**config.mk**
```make
export PLATFORM = sky130hd
export DESIGN_NAME = positional_list_insert_delete
export DESIGN_NICKNAME = d
export VERILOG_FILES = /design/src/hw/rtl/plid_pkg.sv /design/src/hw/rtl/plid_ram.sv /design/src/hw/rtl/positional_list_insert_delete.sv
export SDC_FILE = /design/constraint.sdc
export NUM_CORES = 1
export LEC_CHECK = 0
export BUFFER_PORTS_ARGS = -buffer_cell sky130_fd_sc_hd__buf_2
export CAP_MARGIN = 40
export CORE_MARGIN = 1
export CORE_UTILIZATION = 50
export DETAILED_ROUTE_END_ITERATION = 8
export PLACE_DENSITY = 0.63
export SLEW_MARGIN = 20
export SYNTH_ARGS = -nofsm -noshare
export SYNTH_HDL_FRONTEND = slang
export SYNTH_SLANG_ARGS = --single-unit
export TNS_END_PERCENT = 100
```
**constraint.sdc**
```tcl
create_clock -name clock -period 6.25 [get_ports clock]
set_clock_uncertainty 0.2 [all_clocks]
set_input_delay 1.25 -clock clock [delete_from_list [all_inputs] [get_ports clock]]
set_output_delay 1.25 -clock clock [all_outputs]
set_load 0.02 [all_outputs]
```
**src/hw/rtl/plid_pkg.sv**
```systemverilog
// shared types and constants for the positional list block
`default_nettype none

package plid_pkg;

   // default list capacity
   localparam int CAPACITY_DEF = 16;

   // field widths fixed by the interface
   localparam int VALUE_W  = 32;
   localparam int POS_W    = 5;
   localparam int SLOT_W   = 5;

   // request modes
   typedef enum logic [1:0] {
      MODE_INS_FRONT = 2'd0,
      MODE_INS_POS   = 2'd1,
      MODE_DELETE    = 2'd2,
      MODE_DUMP      = 2'd3
   } mode_type;

   // result status codes
   typedef enum logic [1:0] {
      STAT_OK    = 2'd0,
      STAT_OOB   = 2'd1,
      STAT_EMPTY = 2'd2,
      STAT_FULL  = 2'd3
   } status_type;

   // request payload
   typedef struct packed {
      mode_type                   mode;
      logic signed [VALUE_W-1:0]  value;
      logic        [POS_W-1:0]    position;
   } req_type;

   // result payload
   typedef struct packed {
      status_type                 status;
      logic signed [VALUE_W-1:0]  element;
      logic        [SLOT_W-1:0]   slot;
      logic                       last;
   } rsp_type;

endpackage

`default_nettype wire

```
**src/hw/rtl/plid_ram.sv**
```systemverilog
// generic single-write, single-read ram with registered read data
`default_nettype none

module plid_ram #(
   parameter int WIDTH = 32,
   parameter int DEPTH = 16
) (
   input  wire logic                     clock,
   input  wire logic                     wr_en,
   input  wire logic [$clog2(DEPTH)-1:0] wr_addr,
   input  wire logic [WIDTH-1:0]         wr_data,
   input  wire logic                     rd_en,
   input  wire logic [$clog2(DEPTH)-1:0] rd_addr,
   output logic      [WIDTH-1:0]         rd_data
);

   logic [WIDTH-1:0] mem_ff [DEPTH];
   logic [WIDTH-1:0] rd_data_ff;

   // write port
   always_ff @(posedge clock) begin
      if (wr_en) begin
         mem_ff[wr_addr] <= wr_data;
      end
   end

   // registered read port, holds between reads
   always_ff @(posedge clock) begin
      if (rd_en) begin
         rd_data_ff <= mem_ff[rd_addr];
      end
   end

   assign rd_data = rd_data_ff;

endmodule

`default_nettype wire

```
**src/hw/rtl/positional_list_insert_delete.sv**
```systemverilog
// Ordered list of signed 32-bit values with positional insert, delete and dump.
//
// Requests arrive on req_ (valid/ready) with a mode, a value and a 1-based
// position; results leave on rsp_ (valid/ready). Every edit (insert front,
// insert at position, delete at position) gives one result carrying a status
// with last set. A dump gives one result per element in list order, last set
// on the final one; a dump of an empty list gives a single empty status.
// One request is worked at a time and req_ready is low until it is finished.
// Elements live in a single ram; an edit moves them one entry per cycle
// through the ram read/write port pair, and a rejected edit moves none. A
// dump gives one result per cycle while the receiver does not stall. A
// finished result waits in an output register, and the next request is taken
// once it is there; when the receiver stalls, the block holds its next result
// until that register frees up. Reset (synchronous) empties the list at once;
// ram contents are not cleared and need not be.
`default_nettype none

module positional_list_insert_delete #(
   parameter int CAPACITY = plid_pkg::CAPACITY_DEF
) (
   input  wire logic             clock,
   input  wire logic             reset,
   input  wire logic             req_valid,
   output logic                  req_ready,
   input  wire plid_pkg::req_type req_data,
   output logic                  rsp_valid,
   input  wire logic             rsp_ready,
   output plid_pkg::rsp_type     rsp_data
);

   import plid_pkg::*;

   localparam int AW   = $clog2(CAPACITY);
   localparam int CW   = $clog2(CAPACITY + 1);
   localparam int CMPW = ((CW > POS_W) ? CW : POS_W) + 1;

   typedef enum logic [3:0] {
      ST_IDLE  = 4'b0001,
      ST_SHIFT = 4'b0010,
      ST_DUMP  = 4'b0100,
      ST_RESP  = 4'b1000
   } state_type;

   state_type          state_ff, state_in;
   logic [CW-1:0]      cnt_ff, cnt_in;
   logic               is_ins_ff, is_ins_in;
   logic [AW-1:0]      idx_ff, idx_in;
   logic [VALUE_W-1:0] value_ff, value_in;
   status_type         status_ff, status_in;
   logic [AW-1:0]      rd_ptr_ff, rd_ptr_in;
   logic [CW-1:0]      rd_left_ff, rd_left_in;
   logic               pend_ff, pend_in;
   logic [AW-1:0]      rd_addr_q_ff, rd_addr_q_in;
   logic               rsp_valid_ff, rsp_valid_in;
   rsp_type            rsp_data_ff, rsp_data_in;

   logic               ram_we;
   logic [AW-1:0]      ram_waddr;
   logic [VALUE_W-1:0] ram_wdata;
   logic               ram_re;
   logic [AW-1:0]      ram_raddr;
   logic [VALUE_W-1:0] ram_rdata;

   logic [CMPW-1:0]    pos_w;
   logic [CMPW-1:0]    cnt_w;
   logic               full;
   logic               empty;
   logic               ins_oob;
   logic               del_oob;
   logic [AW-1:0]      pos_idx;
   logic [AW-1:0]      ins_idx;
   logic               ins_bad;
   logic               out_free;
   logic [AW:0]        slot_full;
   logic               dump_last;

   // element storage
   plid_ram #(
      .WIDTH (VALUE_W),
      .DEPTH (CAPACITY)
   ) u_ram (
      .clock   (clock),
      .wr_en   (ram_we),
      .wr_addr (ram_waddr),
      .wr_data (ram_wdata),
      .rd_en   (ram_re),
      .rd_addr (ram_raddr),
      .rd_data (ram_rdata)
   );

   // request checks against the current count
   assign pos_w   = CMPW'(req_data.position);
   assign cnt_w   = CMPW'(cnt_ff);
   assign full    = (cnt_w == CMPW'(CAPACITY));
   assign empty   = (cnt_ff == '0);
   assign ins_oob = (pos_w == '0) || (pos_w > (cnt_w + CMPW'(1)));
   assign del_oob = (pos_w == '0) || (pos_w > cnt_w);
   assign pos_idx = AW'(pos_w - CMPW'(1));
   assign ins_idx = (req_data.mode == MODE_INS_FRONT) ? '0 : pos_idx;
   assign ins_bad = (req_data.mode == MODE_INS_POS) && ins_oob;

   // dump position and end of list
   assign slot_full = (AW+1)'(rd_ptr_ff) + (AW+1)'(1);
   assign dump_last = (CMPW'(slot_full) == cnt_w);

   assign out_free = !rsp_valid_ff || rsp_ready;

   // sequencer
   always_comb begin
      state_in     = state_ff;
      cnt_in       = cnt_ff;
      is_ins_in    = is_ins_ff;
      idx_in       = idx_ff;
      value_in     = value_ff;
      status_in    = status_ff;
      rd_ptr_in    = rd_ptr_ff;
      rd_left_in   = rd_left_ff;
      pend_in      = 1'b0;
      rd_addr_q_in = rd_addr_q_ff;
      rsp_valid_in = rsp_valid_ff && !rsp_ready;
      rsp_data_in  = rsp_data_ff;
      ram_we       = 1'b0;
      ram_waddr    = rd_addr_q_ff;
      ram_wdata    = ram_rdata;
      ram_re       = 1'b0;
      ram_raddr    = rd_ptr_ff;

      unique case (state_ff)
         ST_IDLE: begin
            if (req_valid) begin
               unique case (req_data.mode)
                  MODE_INS_FRONT, MODE_INS_POS: begin
                     if (ins_bad) begin
                        status_in = STAT_OOB;
                        state_in  = ST_RESP;
                     end else if (full) begin
                        status_in = STAT_FULL;
                        state_in  = ST_RESP;
                     end else begin
                        // move entries idx..count-1 up by one, top first
                        is_ins_in  = 1'b1;
                        idx_in     = ins_idx;
                        value_in   = req_data.value;
                        rd_ptr_in  = AW'(cnt_ff - CW'(1));
                        rd_left_in = cnt_ff - CW'(ins_idx);
                        status_in  = STAT_OK;
                        state_in   = ST_SHIFT;
                     end
                  end
                  MODE_DELETE: begin
                     if (empty) begin
                        status_in = STAT_EMPTY;
                        state_in  = ST_RESP;
                     end else if (del_oob) begin
                        status_in = STAT_OOB;
                        state_in  = ST_RESP;
                     end else begin
                        // move entries idx+1..count-1 down by one
                        is_ins_in  = 1'b0;
                        idx_in     = pos_idx;
                        rd_ptr_in  = AW'(pos_w);
                        rd_left_in = cnt_ff - CW'(pos_idx) - CW'(1);
                        status_in  = STAT_OK;
                        state_in   = ST_SHIFT;
                     end
                  end
                  MODE_DUMP: begin
                     if (empty) begin
                        status_in = STAT_EMPTY;
                        state_in  = ST_RESP;
                     end else begin
                        ram_re    = 1'b1;
                        ram_raddr = '0;
                        rd_ptr_in = '0;
                        state_in  = ST_DUMP;
                     end
                  end
               endcase
            end
         end

         ST_SHIFT: begin
            // issue the next read of the move
            if (rd_left_ff != '0) begin
               ram_re       = 1'b1;
               ram_raddr    = rd_ptr_ff;
               rd_ptr_in    = is_ins_ff ? (rd_ptr_ff - AW'(1)) : (rd_ptr_ff + AW'(1));
               rd_left_in   = rd_left_ff - CW'(1);
               pend_in      = 1'b1;
               rd_addr_q_in = rd_ptr_ff;
            end
            // write back the entry read last cycle, or finish the edit
            if (pend_ff) begin
               ram_we    = 1'b1;
               ram_waddr = is_ins_ff ? (rd_addr_q_ff + AW'(1)) : (rd_addr_q_ff - AW'(1));
               ram_wdata = ram_rdata;
            end else if (rd_left_ff == '0) begin
               if (is_ins_ff) begin
                  ram_we    = 1'b1;
                  ram_waddr = idx_ff;
                  ram_wdata = value_ff;
                  cnt_in    = cnt_ff + CW'(1);
               end else begin
                  cnt_in    = cnt_ff - CW'(1);
               end
               state_in = ST_RESP;
            end
         end

         ST_DUMP: begin
            // one element per free output slot, next read issued alongside
            if (out_free) begin
               rsp_valid_in        = 1'b1;
               rsp_data_in.status  = STAT_OK;
               rsp_data_in.element = signed'(ram_rdata);
               rsp_data_in.slot    = SLOT_W'(slot_full);
               rsp_data_in.last    = dump_last;
               if (dump_last) begin
                  state_in = ST_IDLE;
               end else begin
                  ram_re    = 1'b1;
                  ram_raddr = rd_ptr_ff + AW'(1);
                  rd_ptr_in = rd_ptr_ff + AW'(1);
               end
            end
         end

         ST_RESP: begin
            if (out_free) begin
               rsp_valid_in        = 1'b1;
               rsp_data_in.status  = status_ff;
               rsp_data_in.element = '0;
               rsp_data_in.slot    = '0;
               rsp_data_in.last    = 1'b1;
               state_in            = ST_IDLE;
            end
         end

         default: begin
            state_in = ST_IDLE;
         end
      endcase
   end

   // control registers
   always_ff @(posedge clock) begin
      if (reset) begin
         state_ff     <= ST_IDLE;
         cnt_ff       <= '0;
         pend_ff      <= 1'b0;
         rsp_valid_ff <= 1'b0;
      end else begin
         state_ff     <= state_in;
         cnt_ff       <= cnt_in;
         pend_ff      <= pend_in;
         rsp_valid_ff <= rsp_valid_in;
      end
   end

   // working and payload registers
   always_ff @(posedge clock) begin
      is_ins_ff    <= is_ins_in;
      idx_ff       <= idx_in;
      value_ff     <= value_in;
      status_ff    <= status_in;
      rd_ptr_ff    <= rd_ptr_in;
      rd_left_ff   <= rd_left_in;
      rd_addr_q_ff <= rd_addr_q_in;
      rsp_data_ff  <= rsp_data_in;
   end

   assign req_ready = (state_ff == ST_IDLE);
   assign rsp_valid = rsp_valid_ff;
   assign rsp_data  = rsp_data_ff;

`ifndef ASSERT_OFF
   // count never exceeds capacity
   assert property (@(posedge clock) disable iff (reset)
      CW'(cnt_ff) <= CW'(CAPACITY))
      else $error("list count above capacity");

   // count moves by one, and only at the end of a move sequence
   assert property (@(posedge clock) disable iff (reset)
      (cnt_ff != $past(cnt_ff)) |->
         ($past(state_ff == ST_SHIFT) &&
          ((cnt_ff == $past(cnt_ff) + CW'(1)) || (cnt_ff == $past(cnt_ff) - CW'(1)))))
      else $error("list count changed outside a move");

   // a non-ok result is always a lone, empty result
   assert property (@(posedge clock) disable iff (reset)
      (rsp_valid_ff && (rsp_data_ff.status != STAT_OK)) |->
         (rsp_data_ff.last && (rsp_data_ff.element == '0) && (rsp_data_ff.slot == '0)))
      else $error("error status result carries element data");

   // no ram write while a dump is running
   assert property (@(posedge clock) disable iff (reset)
      (state_ff == ST_DUMP) |-> !ram_we)
      else $error("ram written during dump");
`endif

endmodule

`default_nettype wire
```
After elaboration in Yosys (flattened, before gate mapping)
Memories as Yosys holds them, arrays and structs flattened. A register that Yosys moved wholly into a read port is not among the register bits.
Index checks and enable logic that the tools add are counted.
{"block": "word_totals", "output_inout_bits": 42, "mem_bits_rw": 512, "mem_count": 1, "in_bits": 43, "register_bits": 103, "word_cells": 170}
{"block": "op_classes", "n_reduce_logical": 28, "n_mux": 81, "n_addsub": 13, "eq_ne": 26, "bitwise": 4, "magnitude_cmp": 2}
{"name": "u_ram.mem_ff", "depth": 16, "width": 32, "read_ports": 1, "rd_ports_with_merged_regs": 1, "wr": 1, "line": "plid_ram.sv:17", "source": "logic [WIDTH-1:0] mem_ff [DEPTH];"}
{"cell": "two-way mux 4 bit", "count": 33}
{"cell": "two-way mux 32 bit", "count": 4}
{"cell": "two-way mux 40 bit", "count": 2}
{"cell": "case mux 40 bit (2 select lines)", "count": 1}
{"cell": "case mux 4 bit (3 select lines)", "count": 3}
{"cell": "two-way mux 5 bit", "count": 7}
{"cell": "!= test 2 bit (second input constant)", "count": 12}
{"cell": "case mux 5 bit (2 select lines)", "count": 2}
{"cell": "two-way mux 1 bit", "count": 19}
{"cell": "case mux 4 bit (2 select lines)", "count": 2}
{"cell": "case mux 4 bit (4 select lines)", "count": 1}
{"cell": "subtractor 5 x 1 -> 5 bit (second input constant)", "count": 3}
{"cell": "AND reduction 7 bit", "count": 2}
{"cell": "!= test 3 bit (second input constant)", "count": 4}
{"cell": "subtractor 4 x 1 -> 4 bit (second input constant)", "count": 3}
{"cell": "logical NOT 5 bit", "count": 2}
{"cell": "subtractor 5 x 4 -> 5 bit", "count": 2}
{"cell": "AND reduction 3 bit", "count": 3}
{"cell": "adder 4 x 1 -> 4 bit (second input constant)", "count": 2}
{"cell": "two-way mux 2 bit", "count": 4}
{"cell": "AND reduction 8 bit", "count": 1}
{"cell": "adder 5 x 1 -> 6 bit (second input constant)", "count": 1}
{"cell": "greater-than comparator 5 x 6 -> 1 bit", "count": 1}
{"cell": "logical NOT 6 bit", "count": 1}
{"cell": "other kinds (27)", "count": 39}

Depth between registers and ports, before layout
{"block": "logic_depth", "depth_word": 8, "ltp_mapped": 17, "depth_no_buf": 13}

Hierarchy
From an unflattened synthesis, not the netlist that was laid out.
{"block": "hier_totals", "hier_cells": 1333, "area_unflattened_um2": 25932.4}
{"mod": "plid_ram", "n_inst": 1, "seq_area_each_um2": 16335.7, "area_per_inst_um2": 20155.6, "cells_per_inst": 838}
{"mod": "positional_list_insert_delete", "n_inst": 1, "seq_area_each_um2": 2982.9, "area_per_inst_um2": 5776.8, "cells_per_inst": 495}

Least setup slack after synthesis
Ideal clock, no wire load.
{"block": "synth_path", "path_kind": "input to register", "start": "input port req_data[1] (netlist bit)", "end": "register value_ff[0] (enable)", "setup_ps": 421, "n_path_buf": 0, "path_slack_ps": 1726, "path_stages": 9, "required_ps": 5629, "arrival_time_ps": 3903, "cell_sequence": "ha_1 > nor2b_1 > o21a_1 > o21a_1 > o21ai_0 > a21oi_1 > o21ai_0 > nand2_1 > nor2_1"}
{"block": "synth_between", "elab_chain_len": 5, "elab_cells_between_ends": 6, "classes_between": "order compare (1); bitwise (1); reduce/logical (4)"}
{"item": "start, declared", "line": "positional_list_insert_delete.sv:25", "source": "input wire plid_pkg::req_type req_data,"}
{"item": "greater-than comparator 5 x 6 -> 1 bit / logical NOT 6 bit (equally long branches)", "line": "positional_list_insert_delete.sv:96", "source": "assign ins_oob = (pos_w == '0) || (pos_w > (cnt_w + CMPW'(1)));"}
{"item": "logical OR 1 bit *", "line": "positional_list_insert_delete.sv:96"}
{"item": "logical AND 1 bit *", "line": "positional_list_insert_delete.sv:100", "source": "assign ins_bad = (req_data.mode == MODE_INS_POS) && ins_oob;"}
{"item": "NOT 1 bit (no line) *"}
{"item": "AND reduction 5 bit (no line) *"}
{"item": "end signal, assigned", "line": "positional_list_insert_delete.sv:264", "source": "value_ff <= value_in;"}
{"item": "end, declared", "line": "positional_list_insert_delete.sv:48", "source": "logic [VALUE_W-1:0] value_ff, value_in;"}
Mark *: on every way between the ends. The rest lies on a longest branch, timed or not.
A chain may end at the register's enable or synchronous reset.

Final worst setup path
{"block": "layout_path", "start": "register rd_ptr_ff[1]", "end": "register u_ram.rd_data_ff[30], in the netlist u_ram.rd_data[30], read port of u_ram.mem_ff, data pin"}
{"block": "layout_between", "elab_chain_len": 5, "elab_cells_between_ends": 12, "classes_between": "add/sub (2); eq/ne (1); mux (9)"}
{"item": "start, declared", "line": "positional_list_insert_delete.sv:50", "source": "logic [AW-1:0] rd_ptr_ff, rd_ptr_in;"}
{"item": "start signal, assigned", "line": "positional_list_insert_delete.sv:266", "source": "rd_ptr_ff <= rd_ptr_in;"}
{"item": "adder 4 x 1 -> 5 bit *", "line": "positional_list_insert_delete.sv:103", "source": "assign slot_full = (AW+1)'(rd_ptr_ff) + (AW+1)'(1);"}
{"item": "net slot_full[1]", "line": "positional_list_insert_delete.sv:74", "source": "logic [AW:0] slot_full;"}
{"item": "== test 5 bit *", "line": "positional_list_insert_delete.sv:104", "source": "assign dump_last = (CMPW'(slot_full) == cnt_w);"}
{"item": "two-way mux 1 bit / two-way mux 4 bit (equally long branches) (2 in a row)"}
{"item": "case mux 1 bit (3 select lines) / case mux 4 bit (2 select lines) (equally long branches)", "line": "positional_list_insert_delete.sv:128", "source": "unique case (state_ff)"}
{"item": "end, declared", "line": "plid_ram.sv:18", "source": "logic [WIDTH-1:0] rd_data_ff;"}
Mark *: on every way through the listed nets, which the timed path passes. The rest lies on a longest branch.

==> metrics.md <==
| Metric | Value |
|---|---|
| Wire per inst | 24.7 µm |
| Final ANT Viol Nets | 0 |
| Pre-CTS WS | 1.25 ns |
| Compound-Gate Fraction of Synth Area | 6.70% |
| Hold path cells | 2 |
| Post-synthesis adder-cell area fraction | 1.49% |
| Slew Viols, Final | 0 |
| Cell Rows | 85 |
| PostCTS Resize Cnt | 0 |
| Detailed Routing Iterations Pass 1 | 7 |
| Die ar. | 56000 µm² |
| WP data required | 6.40 ns |
| Final period util | 79.5% |
| First-pass GRT wire length | 105000 µm |
| Post-CTS setup buffers | 0 |
| Final Non-Filler Cells | 2815 |
| Pleak | 11.1 nW |
| Initial DRC Count | 1583 |
| Via count of the routed design | 16900 |
| EDFF count, synth | 636 |
| Sink Count | 647 |
| P&R area growth vs syn | 13.9% |
| CTS tree | yes |
| Placed cells | 2689 |
| Post-Syn Instances | 1967 |
| #FFs+latches synth | 647 |
| Count of cell types in the netlist | 65 |
| Period minus WS final | 4.97 ns |
| Initial antenna violation count | 1 |
| Worst Setup End Kind | flip-flop |
| Final WS setup | 1.28 ns |
| Htree depth | 3 |
| Pwr Total | 0.00967 W |
| Synth Area in XOR/XNOR | 0.923% |
| Cell area after synthesis | 27500 µm² |
| Chip height | 237 µm |
| Synth Area per Inst | 14.0 µm² |
| Peak supply drop | 0.183 mV |
| Area contributors post-synth | edfxtp_1 69%, nand2_1 5.1%, mux2i_1 4.8% |
| Post-synth top area share | 69.4% |
| Power density cells | 309 nW/µm² |
| Setup TNS | 0 ns |
| Seq/Total Area, Yosys | 70.2% |
| Remaining DRCs | 0 |
| Clk_lat worst skew | 0.61 ns |
| Post-synthesis async set-or-reset flop share | 0% |
| Max-cap violations | 0 |
| Normalized max-slew margin | 36.5% |
| Hold Crit Class | reg2reg |
| Gpl congestion | 0.863 |
| Root buf cell | clkbuf_16 |
| Reg clk slew, reported paths | 0.06 ns |
| Number of I/O port buffers | 84 |
| RSZ-0062 raised after global routing | no |
| Fmax achieved | 201 MHz |
| Yosys top cell by area | edfxtp_1 |
| # hold bufs at CTS | 0 |
| DP Wirelength | 41400 µm |
| Mux share of post-synthesis cell area | 7.59% |
| Fin. Hold Viols | 0 |
| Vias in the first global route | 16600 |
| Number of synthesis warnings | 0 |
| R2R cell count | 13 |
| Simple-gate share of the synthesized area | 10.7% |
| Core Region | 54100 µm² |
| Routed WL | 69600 µm |
| Starting Density | 50.8% |
| Number of top-level pins | 85 |
| CTS max path bufs | 3 |
| Number of buffers created by CTS | 69 |
| Post-layout nets | 2140 |
| Largest family of logic cells by synthesized area | simple AND/OR/NAND/NOR gates |
| Share of post-route cells with drive strength above 1 | 16.7% |
| Top_reg_cell synth | edfxtp_1 |
| DIE WIDTH | 237 µm |
| Critical path type | reg2reg |
| Antenna diode instance count | 0 |
| Global route total overflow | 0 |
| Vias/cell | 6.00 |
| Worst path arrival time | 5.12 ns |
| Status | finished clean |
| Final setup viols | 0 |
| Syn Nets | 2041 |
| Final core utilization | 57.9% |
| CP Max Fanout | 37 |
| Worst Max-Slew Pin Slew | 0.951 ns |
| Largest net degree at the start of global routing | 66 |
| Global Route Usage Sum | 25.2% |
| Crit path launch type | flip-flop |
-- layer usage --
layer	wire, µm	share of wire [%]	GRT usage, %	vias up
met1	30000	43	34.8	8524
li1	-	-	-	7577
met3	4480	6.4	4.22	121
met4	2020	2.9	8.89	0
met2	33100	48	40.4	669
met5	0	0	0	-
-- power breakdown --
| part | switching, W | internal [W] | leakage, nW |
|---|---|---|---|
| Combinational | 0.000612 | 0.000397 | 4.24 |
| Sequential | 0.0000271 | 0.00479 | 5.81 |
| Clock | 0.00163 | 0.00221 | 1.03 |
-- Yosys cell counts (2+ instances only) --
cell type,count
edfxtp_1,636
nand2_1,377
mux2i_1,133
nand3_1,105
clkbuf_1,82
mux2_2,66
a21oi_1,58
nor2_1,58
o21ai_0,51
nor2b_1,41
a31oi_1,38
a221o_1,34
and3_1,32
ha_1,28
inv_1,26
xnor2_1,21
a221oi_2,17
buf_2,16
a221oi_1,14
dfxtp_1,11
nand2b_1,9
nand4_1,8
xor2_1,8
buf_4,7
buf_6,7
a21o_1,6
nor3_1,6
o211ai_1,6
buf_1,5
a22oi_1,4
and2_1,4
nor4b_1,4
o21a_1,4
or3_1,4
a211oi_1,3
fa_1,3
o22ai_1,3
and4_1,2
clkinv_1,2
o311ai_0,2
o31ai_1,2
-- path summary, 6_finish.rpt --
path / from / endpoint / slack (ns)
setup / recovery: rd_ptr_ff[1] / u_ram.rd_data[30] / 1.28
hold reg to reg: rsp_valid / rsp_valid / 0.34
hold / removal: rsp_valid / rsp_valid / 0.34
setup reg to reg: rd_ptr_ff[1] / u_ram.rd_data[30] / 1.28
-- cell type report --
type | instances | area, µm²
clock buffers | 91 | 1890
repair buffers | 147 | 1170
flip-flops and latches | 647 | 19300
inverters | 28 | 105
fillers | 4191 | 22800
clock inverters | 33 | 216
well taps | 696 | 871
multi-input cells | 1173 | 7770
-- critical path: stages (launching register included) --
cell      delay, ns
edfxtp_1       0.48
inv_1          0.10
ha_1           0.48
xnor2_1        0.19
o211ai_1       0.20
o31ai_4        0.52
buf_4          0.41
nor2_1         0.14
a21oi_4        0.68
buf_12         0.32
mux2_2         0.36
a21oi_1        0.17
o21ai_0        0.13
a221o_1        0.32
-- cell families after synthesis --
family | Yosys count
adders and majority gates | 31
AOI/OAI and AO/OA | 255
DFF | 647
buffers and inverters | 147
xor gates and xnor gates | 29
muxes | 200
and+or+nand+nor | 658
-- registers in the layout, summed over array words and instances, names as in the netlist --
signal         count
rd_addr_q_ff       4
rd_left_ff         5
rsp_valid          1
idx_ff             4
rsp_data          40
pend_ff            1
rd_ptr_ff          4
u_ram.rd_data     32
value_ff          32
state_ff           4
cnt_ff             5
u_ram.mem_ff     512
status_ff          2
is_ins_ff          1
-- cell usage in the layout (no fill, tap or decap), types with 28 or more instances in the layout --
cell type,instances
a31oi_1,38
a221o_1,34
a21oi_1,57
clkbuf_16,73
mux2_2,66
nand3_1,105
buf_2,85
nand2_1,376
and3_1,32
o21ai_0,51
nor2b_1,40
buf_4,43
ha_1,28
nor2_1,37
mux2i_1,133
edfxtp_1,636
-- per-stage QoR --
| step | area, µm² | hold slack (ns) |
|---|---|---|
| final | 31300 | 0.337 |
| after global routing | 31300 | 0.371 |
| after CTS | 31300 | 0.340 |
| after detailed placement | 29200 | 0.329 |
| after global placement | 28900 | 0.329 |
| after floorplan | 27500 | 0.221 |
(Power assumes the default switching activity.)
